--- src/hw/rtl/u8d_pkg.sv ---
// Shared types and constants of the UTF-8 stream decoder.
package u8d_pkg;

  localparam int unsigned CpW = 21;
  localparam logic [CpW-1:0] Replacement = 21'h00FFFD;

  // Byte classes, set once at the input side
  typedef enum logic [2:0] {
    CLS_ASCII,
    CLS_LEAD2,
    CLS_LEAD3,
    CLS_LEAD4,
    CLS_CONT,
    CLS_BAD
  } cls_e;

  // One classified byte handed from front to back
  typedef struct packed {
    logic [7:0] data;
    logic       last;
    cls_e       cls;
  } tok_t;

  // Back-end sequencer states
  typedef enum logic {
    ST_LOAD,
    ST_RUN
  } st_e;

endpackage

--- src/hw/rtl/u8d_front.sv ---
// Front end: classifies incoming bytes and queues them for the back end.
module u8d_front import u8d_pkg::*; (
  input  logic       clk_i,
  input  logic       rst_ni,
  input  logic       in_valid_i,
  output logic       in_ready_o,
  input  logic [7:0] byte_in_i,
  input  logic       string_end_i,
  output logic       tok_valid_o,
  output tok_t       tok_o,
  input  logic       tok_pop_i
);

  tok_t       q_mem [2];
  logic       wr_ptr_q, wr_ptr_d;
  logic       rd_ptr_q, rd_ptr_d;
  logic [1:0] cnt_q, cnt_d;
  logic       push, pop;
  tok_t       tok_new;

  // Classify the byte by its lead pattern
  always_comb begin
    tok_new.data = byte_in_i;
    tok_new.last = string_end_i;
    if (byte_in_i inside {[8'h00:8'h7F]}) begin
      tok_new.cls = CLS_ASCII;
    end else if (byte_in_i inside {[8'h80:8'hBF]}) begin
      tok_new.cls = CLS_CONT;
    end else if (byte_in_i inside {[8'hC0:8'hDF]}) begin
      tok_new.cls = CLS_LEAD2;
    end else if (byte_in_i inside {[8'hE0:8'hEF]}) begin
      tok_new.cls = CLS_LEAD3;
    end else if (byte_in_i inside {[8'hF0:8'hF7]}) begin
      tok_new.cls = CLS_LEAD4;
    end else begin
      tok_new.cls = CLS_BAD;
    end
  end

  assign in_ready_o  = (cnt_q != 2'd2);
  assign push        = in_valid_i && in_ready_o;
  assign tok_valid_o = (cnt_q != 2'd0);
  assign pop         = tok_pop_i && tok_valid_o;
  assign tok_o       = q_mem[rd_ptr_q];

  // Advance pointers and occupancy
  always_comb begin
    wr_ptr_d = wr_ptr_q ^ push;
    rd_ptr_d = rd_ptr_q ^ pop;
    cnt_d    = cnt_q + 2'(push) - 2'(pop);
  end

  always_ff @(posedge clk_i or negedge rst_ni) begin
    if (!rst_ni) begin
      wr_ptr_q <= 1'b0;
      rd_ptr_q <= 1'b0;
      cnt_q    <= 2'd0;
    end else begin
      wr_ptr_q <= wr_ptr_d;
      rd_ptr_q <= rd_ptr_d;
      cnt_q    <= cnt_d;
    end
  end

  // Store the classified request
  always_ff @(posedge clk_i) begin
    if (push) begin
      q_mem[wr_ptr_q] <= tok_new;
    end
  end

endmodule

--- src/hw/rtl/u8d_back.sv ---
// Back end: holds pending bytes, emits one code point per cycle while resolving and the output is not stalled.
module u8d_back import u8d_pkg::*; (
  input  logic           clk_i,
  input  logic           rst_ni,
  input  logic           tok_valid_i,
  input  tok_t           tok_i,
  output logic           tok_pop_o,
  output logic           out_valid_o,
  input  logic           out_ready_i,
  output logic [CpW-1:0] code_point_o,
  output logic           final_of_string_o,
  output logic           final_of_run_o
);

  st_e            state_q, state_d;
  logic [7:0]     buf_q [4];
  cls_e           cls_q [4];
  logic [7:0]     buf_d [4];
  cls_e           cls_d [4];
  logic [2:0]     cnt_q, cnt_d;
  logic           last_q, last_d;
  logic           out_valid_q;
  logic [CpW-1:0] code_q;
  logic           fos_q, for_q;

  logic           lead_ok;
  logic [1:0]     extra;
  logic           short_seq;
  logic           cont_bad;
  logic           emit;
  logic [CpW-1:0] emit_cp;
  logic [2:0]     shift;
  logic [2:0]     cnt_left;
  logic [2:0]     src;
  logic           nxt_lead_ok;
  logic [1:0]     nxt_extra;
  logic           more;
  logic           slot_free;
  logic           stall;
  logic           run_done;

  assign slot_free = !out_valid_q || out_ready_i;

  // Decode the byte at the head of the buffer
  always_comb begin
    lead_ok = 1'b1;
    extra   = 2'd0;
    case (cls_q[0])
      CLS_ASCII: extra = 2'd0;
      CLS_LEAD2: extra = 2'd1;
      CLS_LEAD3: extra = 2'd2;
      CLS_LEAD4: extra = 2'd3;
      default:   lead_ok = 1'b0;
    endcase
    short_seq = ({1'b0, extra} >= cnt_q);
    cont_bad  = ((extra >= 2'd1) && (cls_q[1] != CLS_CONT))
             || ((extra >= 2'd2) && (cls_q[2] != CLS_CONT))
             || ((extra == 2'd3) && (cls_q[3] != CLS_CONT));
    case (cls_q[0])
      CLS_LEAD2: emit_cp = CpW'({buf_q[0][4:0], buf_q[1][5:0]});
      CLS_LEAD3: emit_cp = CpW'({buf_q[0][3:0], buf_q[1][5:0], buf_q[2][5:0]});
      CLS_LEAD4: emit_cp = {buf_q[0][2:0], buf_q[1][5:0], buf_q[2][5:0],
                            buf_q[3][5:0]};
      default:   emit_cp = CpW'(buf_q[0]);
    endcase
  end

  // Choose the step outcome: whether a result goes out and how many bytes it uses up
  always_comb begin
    emit  = 1'b0;
    shift = 3'd0;
    if (state_q == ST_RUN) begin
      if (!lead_ok) begin
        emit  = 1'b1;
        shift = 3'd1;
      end else if (short_seq) begin
        emit = last_q;
        if (last_q) begin
          shift = cnt_q;
        end
      end else if (cont_bad) begin
        emit  = 1'b1;
        shift = 3'd1;
      end else begin
        emit  = 1'b1;
        shift = {1'b0, extra} + 3'd1;
      end
    end
    cnt_left = cnt_q - shift;
  end

  // Shift the buffer down past the used bytes, or append a loaded byte
  always_comb begin
    for (int i = 0; i < 4; i++) begin
      buf_d[i] = buf_q[i];
      cls_d[i] = cls_q[i];
    end
    src = 3'd0;
    if (state_q == ST_LOAD) begin
      buf_d[cnt_q[1:0]] = tok_i.data;
      cls_d[cnt_q[1:0]] = tok_i.cls;
    end else begin
      for (int i = 0; i < 4; i++) begin
        src = 3'(i) + shift;
        if (src < 3'd4) begin
          buf_d[i] = buf_q[src[1:0]];
          cls_d[i] = cls_q[src[1:0]];
        end
      end
    end
  end

  // Look ahead: does the remaining buffer give another result this run
  always_comb begin
    nxt_lead_ok = 1'b1;
    nxt_extra   = 2'd0;
    case (cls_d[0])
      CLS_ASCII: nxt_extra = 2'd0;
      CLS_LEAD2: nxt_extra = 2'd1;
      CLS_LEAD3: nxt_extra = 2'd2;
      CLS_LEAD4: nxt_extra = 2'd3;
      default:   nxt_lead_ok = 1'b0;
    endcase
    more = (cnt_left != 3'd0)
        && !(nxt_lead_ok && ({1'b0, nxt_extra} >= cnt_left) && !last_q);
  end

  assign stall    = emit && !slot_free;
  assign run_done = !emit || !more;

  // Next state
  always_comb begin
    state_d = state_q;
    case (state_q)
      ST_LOAD: begin
        if (tok_valid_i) begin
          state_d = ST_RUN;
        end
      end
      ST_RUN: begin
        if (!stall && run_done) begin
          state_d = ST_LOAD;
        end
      end
      default: state_d = ST_LOAD;
    endcase
  end

  // Outputs and register updates of the sequencer
  always_comb begin
    tok_pop_o = (state_q == ST_LOAD) && tok_valid_i;
    cnt_d     = cnt_q;
    last_d    = last_q;
    if (tok_pop_o) begin
      cnt_d  = cnt_q + 3'd1;
      last_d = tok_i.last;
    end else if ((state_q == ST_RUN) && !stall) begin
      cnt_d = cnt_left;
    end
  end

  always_ff @(posedge clk_i or negedge rst_ni) begin
    if (!rst_ni) begin
      state_q     <= ST_LOAD;
      cnt_q       <= 3'd0;
      last_q      <= 1'b0;
      out_valid_q <= 1'b0;
    end else begin
      state_q <= state_d;
      cnt_q   <= cnt_d;
      last_q  <= last_d;
      if (emit && slot_free) begin
        out_valid_q <= 1'b1;
      end else if (out_ready_i) begin
        out_valid_q <= 1'b0;
      end
    end
  end

  // Hold bytes and the result payload
  always_ff @(posedge clk_i) begin
    if (tok_pop_o || ((state_q == ST_RUN) && !stall)) begin
      for (int i = 0; i < 4; i++) begin
        buf_q[i] <= buf_d[i];
        cls_q[i] <= cls_d[i];
      end
    end
    if (emit && slot_free) begin
      code_q <= (!lead_ok || short_seq || cont_bad) ? Replacement : emit_cp;
      for_q  <= !more;
      fos_q  <= !more && last_q;
    end
  end

  assign out_valid_o       = out_valid_q;
  assign code_point_o      = code_q;
  assign final_of_string_o = fos_q;
  assign final_of_run_o    = for_q;

endmodule

--- src/hw/rtl/utf8_stream_decoder.sv ---
// A request is stored in the front-end queue, loaded into the back-end buffer, then
// resolved into the output register; each further result of the same byte takes another
// resolve step, and output stalls hold it. The back-end sequencer loads a byte, then
// resolves one code point per cycle unless the output stalls, and takes no new byte
// until its run is done; the front-end queue holds waiting bytes meanwhile.
// Reset clears the queue, the held-byte count and the output valid flag.
module utf8_stream_decoder import u8d_pkg::*; (
  input  logic           clk_i,
  input  logic           rst_ni,
  input  logic           in_valid_i,
  output logic           in_ready_o,
  input  logic [7:0]     byte_in_i,
  input  logic           string_end_i,
  output logic           out_valid_o,
  input  logic           out_ready_i,
  output logic [CpW-1:0] code_point_o,
  output logic           final_of_string_o,
  output logic           final_of_run_o
);

  logic tok_valid;
  tok_t tok;
  logic tok_pop;

  u8d_front u_front (
    .clk_i        (clk_i),
    .rst_ni       (rst_ni),
    .in_valid_i   (in_valid_i),
    .in_ready_o   (in_ready_o),
    .byte_in_i    (byte_in_i),
    .string_end_i (string_end_i),
    .tok_valid_o  (tok_valid),
    .tok_o        (tok),
    .tok_pop_i    (tok_pop)
  );

  u8d_back u_back (
    .clk_i             (clk_i),
    .rst_ni            (rst_ni),
    .tok_valid_i       (tok_valid),
    .tok_i             (tok),
    .tok_pop_o         (tok_pop),
    .out_valid_o       (out_valid_o),
    .out_ready_i       (out_ready_i),
    .code_point_o      (code_point_o),
    .final_of_string_o (final_of_string_o),
    .final_of_run_o    (final_of_run_o)
  );

endmodule

--- config.mk ---
export PLATFORM = sky130hd
export DESIGN_NAME = utf8_stream_decoder
export DESIGN_NICKNAME = d
export VERILOG_FILES = /design/src/hw/rtl/u8d_pkg.sv /design/src/hw/rtl/u8d_front.sv /design/src/hw/rtl/u8d_back.sv /design/src/hw/rtl/utf8_stream_decoder.sv
export SDC_FILE = /design/constraint.sdc
export NUM_CORES = 1
export LEC_CHECK = 0
export BUFFER_PORTS_ARGS = -buffer_cell sky130_fd_sc_hd__buf_2
export CAP_MARGIN = 10
export CELL_PAD_IN_SITES_DETAIL_PLACEMENT = 1
export CELL_PAD_IN_SITES_GLOBAL_PLACEMENT = 2
export CORE_MARGIN = 2
export CORE_UTILIZATION = 37
export DETAILED_ROUTE_END_ITERATION = 16
export PLACE_DENSITY = 0.78
export SYNTH_ARGS = -nofsm -noshare
export SYNTH_HDL_FRONTEND = slang
export SYNTH_SLANG_ARGS = --single-unit
export TNS_END_PERCENT = 10
--- constraint.sdc ---
create_clock -name clk_i -period 4.74 [get_ports clk_i]
set_input_delay 0.474 -clock clk_i [delete_from_list [all_inputs] [get_ports clk_i]]
set_output_delay 0.474 -clock clk_i [all_outputs]
set_load 0.01 [all_outputs]
==> out/qor.yml, run 1 <==
drt_wl_total_um: 16900
final_count_of_negative_setup_slack_endpoints: 0
r2r_end: "u_back.final_of_run_o"
drtPass1Iterations: 5
cp.required_ns: 4.97
io_buffers: 37
grt_pass1_wl_um: 26800
grt-ovfl-total: 0
clock_pin_slew_on_the_worst_setup_and_hold_paths_ns: 0.07
die_height_um: 131
via_count_of_the_first_global_routing_pass: 4661
drt-wirelength-per-cell_um: 21.4
syn2layout_area_growth_pct: 11.7
worst_pin_slew_ns: 1.14
dieArea_sq_um: 17200
worst_hold_path.num_cells: 1
antennaDiodeCount: 0
vias: 4576
maxSlewViolCount: 0
clkLatencyLatePin_ns: 0.35
core_region_area_sq_um: 15800
place_hpwl_um: 11900
crit-reg2reg-launch: "u_back.cls_q[0][2]"
initial_core_util_pct: 37.7
gp_congestion: 0.844
post_synth_inst_count: 549
synthArstFlopShare_pct: 9.90
layout.filler_cells: 1730
yosysWarnings: 0
detail-route-antenna-nets: 0
report.final.hold_viol_count: 0
synth.cell_area_sq_um: 5970
max_freq_mhz: 234
synth_cell_types: 64
synth_nets: 578
holdCritStartpoint: "byte_in_i[0]"
final.setup_skew_ns: 0.00766
most-common-layout-cells: "edfxtp_1 (91), nand2_1 (49), buf_2 (37)"
route.detailed.drc: 0
element_type_at_the_critical_path_start: "register"
path_max_fanout: 8
count_of_max_cap_constraint_violations: 0
post_route_cells_drive_above_1_share_pct: 17.0
avgSynthCellArea_sq_um: 10.9
grt_start_max_net_pins: 47
final.period_utilization_pct: 90.0
viasPerCell: 5.79
max_slew_margin_pct: 23.5
totalNegativeSetupSlack_ns: 0
cp_data_arrival_time_ns: 4.49
groute.usage.overall_pct: 20.7
commonest_non_fill_non_tap_cell_in_the_layout: "edfxtp_1"
hold_path_class: "in2reg"
post_cts.resized_instances: 0
reg2reg_slack_ns: 0.48
layout_min_cycle_time_ns: 4.26
worstRegToRegCells: 17
ys_seq_elements: 101
cts_buffers: 9
cts_sinks: 101
ys_seq_area_share_pct: 50.0
root_buffer: "clkbuf_16"
holdPathEnd: "u_front.q_mem[1][4]"
synth_enable_flop_cells: 91
cts-root-to-sink-buffers: 2
final_nets: 600
synth_flop_cell: "edfxtp_1"
initial_antenna_violation_count: 0
criticalPathCategory: "reg2reg"
floorplan.rows: 46
design.portCount: 38
cts.htree.levels: 3
worst_setup_path_end_kind: "register"
outcome: "complete, no violations"
initialDrtViolationCount: 349
die-width_um: 131
rsz0062_at_grt: "no"
cts_tree: "done"
## flip-flops by register name, summed over array words and instances (netlist names)
signal / cells
u_front.rd_ptr_q: 1
u_back.cls_q: 12
u_back.buf_q: 32
u_back.code_point_o: 21
u_front.q_mem: 24
u_back.final_of_run_o: 1
u_back.last_q: 1
u_back.state_q: 1
u_back.cnt_q: 3
u_back.out_valid_o: 1
u_back.final_of_string_o: 1
u_front.wr_ptr_q: 1
u_front.cnt_q: 2
## worst max path at each step
| stage | startpoint | end | slack, ns | cells after the start |
|---|---|---|---|---|
| final | u_back.cls_q[0][2] | u_back.final_of_run_o | 0.48 | 17 |
| after CTS | u_back.cls_q[0][2] | u_back.final_of_run_o | 0.46 | 17 |
| after global routing | u_back.cls_q[0][2] | u_back.final_of_run_o | 0.15 | 17 |
| after detailed placement | u_back.cls_q[0][2] | u_back.final_of_run_o | 0.49 | 17 |
| after floorplan | u_back.cls_q[0][0] | u_back.final_of_run_o | 0.11 | 20 |
| after global placement | u_back.cls_q[0][2] | u_back.final_of_run_o | 0.64 | 17 |
## synthesized netlist by cell type, types with 11 or more instances
cell,n,area [sq um]
inv_1,20,75.1
ha_1,15,188
edfxtp_1,91,2730
a22o_1,18,158
a31oi_1,20,125
mux2_2,12,135
mux2i_1,32,320
nand3_1,33,165
clkbuf_1,26,97.6
a21oi_1,11,55.1
o221ai_1,18,158
nor2_1,35,131
o21ai_0,33,165
nand2_1,49,184
## metal layers
| metal | routed length [um] | GRT usage [%] | part of all wire, % | vias to the layer above |
|---|---|---|---|---|
| met1 | 8180 | 29.3 | 48 | 2300 |
| li1 | - | - | - | 2140 |
| met4 | 185 | 5.88 | 1.1 | 0 |
| met5 | 0 | 0 | 0 | - |
| met2 | 7710 | 33.3 | 46 | 123 |
| met3 | 841 | 3.09 | 5.0 | 13 |
## cell type report
class,instances,area [sq um],share of cell area (%)
Multi-Input combinational cell,383,2730,40.9
Inverter,22,82.6,1.24
Tap cell,216,270,4.05
Sequential cell,101,2980,44.7
Clock buffer,9,225,3.38
Clock inverter,6,62.6,0.938
Timing Repair Buffer,54,315,4.73
## worst max-delay path: stages (launching register included)
cell and delay (ns):
edfxtp_1 0.38, inv_1 0.25, nand2_1 0.11, ha_1 0.32, nand2b_1 0.15, maj3_1 0.41
o21ai_1 0.27, nand2_2 0.18, inv_2 0.09, ha_1 0.14, inv_1 0.05, fa_1 0.54
inv_1 0.08, ha_1 0.29, a21oi_1 0.06, or3_1 0.33, o32ai_1 0.30, o21ba_2 0.19
## cell families after synthesis
kind of cell / after synthesis / synth area share [%]
compound gates: 157 / 19.6
simple gates: 154 / 12.1
flops: 101 / 50.0
buf+inv: 65 / 4.40
mux: 47 / 8.76
fa+ha+maj: 18 / 3.84
xor+xnor: 7 / 1.26
## stage by stage
| stage | util (%) | hold slack, ns | worst slack (ns) | instances | area, sq um |
|---|---|---|---|---|---|
| after global placement | 40.2 | 0.364 | 0.636 | 775 | 6370 |
| after global routing | 42.1 | 0.306 | 0.152 | 791 | 6670 |
| after floorplan | - | 0.178 | 0.109 | 549 | 5970 |
| after detailed placement | 40.2 | 0.370 | 0.488 | 775 | 6370 |
| after CTS | 42.1 | 0.296 | 0.460 | 791 | 6670 |
| final | 42.1 | 0.310 | 0.475 | 791 | 6670 |
## repair_timing
action | 4_1_cts | 5_1_grt
hold buffers | 1 | 0
buffers inserted | 0 | 0
endpoints found under the hold margin | 10 | 0
Power of run 1 is left out: the tool's default activity adds up to more than one toggle a clock period on the data nets, which glitch-free logic cannot reach.
==> run 2, diff against run 1 <==
CORE_MARGIN = default   (was 2)
CORE_UTILIZATION = 44   (was 37)
PLACE_DENSITY = 0.92   (was 0.78)
clock period = 5.5 ns   (was 4.74 ns; I/O delays follow)
==> run 2 against run 1 <==
Against the previous run:
- global-route usage up 3.9 points
- clock-buffer cell count unchanged
- first-iteration DRC count up 33%
- sequential share of layout area up 0.54 points
- flip-flop and latch count unchanged
- highest routed layer unchanged
==> out/qor.yml, run 2 (synthesis results as in run 1) <==
max_slew_margin_pct: 17.3
clkLatencyLatePin_ns: 0.36
drtPass1Iterations: 5
hold_path_class: "in2async"
timing.critical_path.cells: "inv_1 > nand2_1 > ha_1 > nor2b_1 > maj3_2 > o211a_1 > nor3_1 > o32a_1 > a211o_1 > ha_1 > nand2b_1 > a21oi_1 > or3_1 > o32ai_1 > o21ba_2"
io_buffers: 37
cts_sinks: 101
critical-path-slowest-cell: "o211a_1"
route.detailed.drc: 0
design.portCount: 38
count_of_max_cap_constraint_violations: 0
cts_tree: "done"
cts-root-to-sink-buffers: 2
register_name_with_the_most_flops: "u_back.buf_q"
core_region_area_sq_um: 13200
layout_min_cycle_time_ns: 4.80
layout.cells.non_filler: 746
final_nets: 594
report.final.hold_viol_count: 0
most-common-layout-cells: "edfxtp_1 (91), nand2_1 (49), buf_2 (37)"
syn2layout_area_growth_pct: 10.4
layout.filler_cells: 1445
final.setup_skew_ns: 0.00660
viasPerCell: 6.27
floorplan.rows: 42
cp.required_ns: 5.73
largest_register_ff_count: 32
cts_buffers: 9
grt_pass1_wl_um: 26500
setup_ws_ns: 0.699
path_max_fanout: 25
initial_antenna_violation_count: 0
grt_start_max_net_pins: 47
dp.cells: 730
cp_data_arrival_time_ns: 5.03
outcome: "complete, no violations"
detail-route-antenna-nets: 0
rsz0062_at_grt: "no"
die-width_um: 118
drt-wirelength-per-cell_um: 22.3
gp_congestion: 0.885
detailedPlace.worstSlack_ns: 0.849
worst_setup_path_end_kind: "register"
cts.htree.levels: 3
reg2reg_slack_ns: 0.70
grt-ovfl-total: 0
crit_top_cell: "ha_1"
drt_wl_total_um: 16600
clock_pin_slew_on_the_worst_setup_and_hold_paths_ns: 0.07
commonest_non_fill_non_tap_cell_in_the_layout: "edfxtp_1"
post_route_cells_drive_above_1_share_pct: 16.8
slowest_delay_ns: 0.67
initialDrtViolationCount: 464
element_type_at_the_critical_path_start: "register"
via_count_of_the_first_global_routing_pass: 4733
die_height_um: 118
criticalPathCategory: "reg2reg"
maxSlewViolCount: 0
final_count_of_negative_setup_slack_endpoints: 0
root_buffer: "clkbuf_16"
vias: 4678
dieArea_sq_um: 14000
worst_pin_slew_ns: 1.24
final.period_utilization_pct: 87.3
cts.hold.buffers_added: 0
post_cts.resized_instances: 0
max_freq_mhz: 208
post_cts.repair.setup_buffers: 0
groute.usage.overall_pct: 24.7
critical_path.n_buffers_inverters: 1
critical_path.top_delay_family: "compound AO/OA/AOI/OAI gates"
place_hpwl_um: 11600
antennaDiodeCount: 0
initial_core_util_pct: 45.1
totalNegativeSetupSlack_ns: 0
==> run 2: cell types whose count changed in the layout (fill, tap and decap cells not counted), sizes merged <==
cell	delta
dlygate4sd3	-1
clkinvlp	+1
inv	+1
buf	-5
clkinv	-1
==> run 2: area by class of cell <==
cell class                 count  area [sq um]  share of cell area [%]
timing repair buffer          48           268                    4.06
sequential                   101          2980                    45.3
inverter                      22          82.6                    1.25
clock inverter                 7          80.1                    1.22
multi-input combinational    383          2730                    41.4
clock buffer                   9           225                    3.42
tap                          176           220                    3.34
==> run 2: path summary, 6_finish.rpt <==
kind                                          from               endpoint  cells after the start
worst max-delay path            u_back.cls_q[0][2]  u_back.final_of_run_o                     15
worst min-delay path                        rst_ni        u_back.cnt_q[1]                      1
worst max register to register  u_back.cls_q[0][2]  u_back.final_of_run_o                     15
worst min register to register    u_front.cnt_q[1]       u_front.cnt_q[1]                      1
max in group asynchronous                   rst_ni       u_front.rd_ptr_q                      1
min in group clk_i                    byte_in_i[0]    u_front.q_mem[0][4]                      1
==> run 2: worst reg2reg max path, cell delays in order (launching register included) <==
cell	delay, ns
edfxtp_1	0.60
inv_1	0.29
nand2_1	0.09
ha_1	0.30
nor2b_1	0.12
maj3_2	0.34
o211a_1	0.68
nor3_1	0.22
o32a_1	0.43
a211o_1	0.29
ha_1	0.26
nand2b_1	0.10
a21oi_1	0.06
or3_1	0.33
o32ai_1	0.34
o21ba_2	0.21
==> run 2: metal layers <==
layer / global-route usage [%] / up-vias / share of wire [%]
met5: 0 / - / 0
met4: 11.2 / 0 / 2.2
met3: 4.78 / 25 / 7.3
met2: 38.3 / 194 / 46
met1: 33.5 / 2331 / 44
li1: - / 2128 / -
==> run 2: metrics by stage <==
stage	hold slack (ns)	area [sq um]	util, %
2_1_floorplan	0.254	5970	-
4_1_cts	0.0616	6590	49.7
5_1_grt	0.0781	6590	49.7
6_report	0.0556	6590	49.7
3_5_place_dp	0.446	6280	47.4
3_3_place_gp	0.436	6280	47.4
Power of run 2 is left out for the same reason.
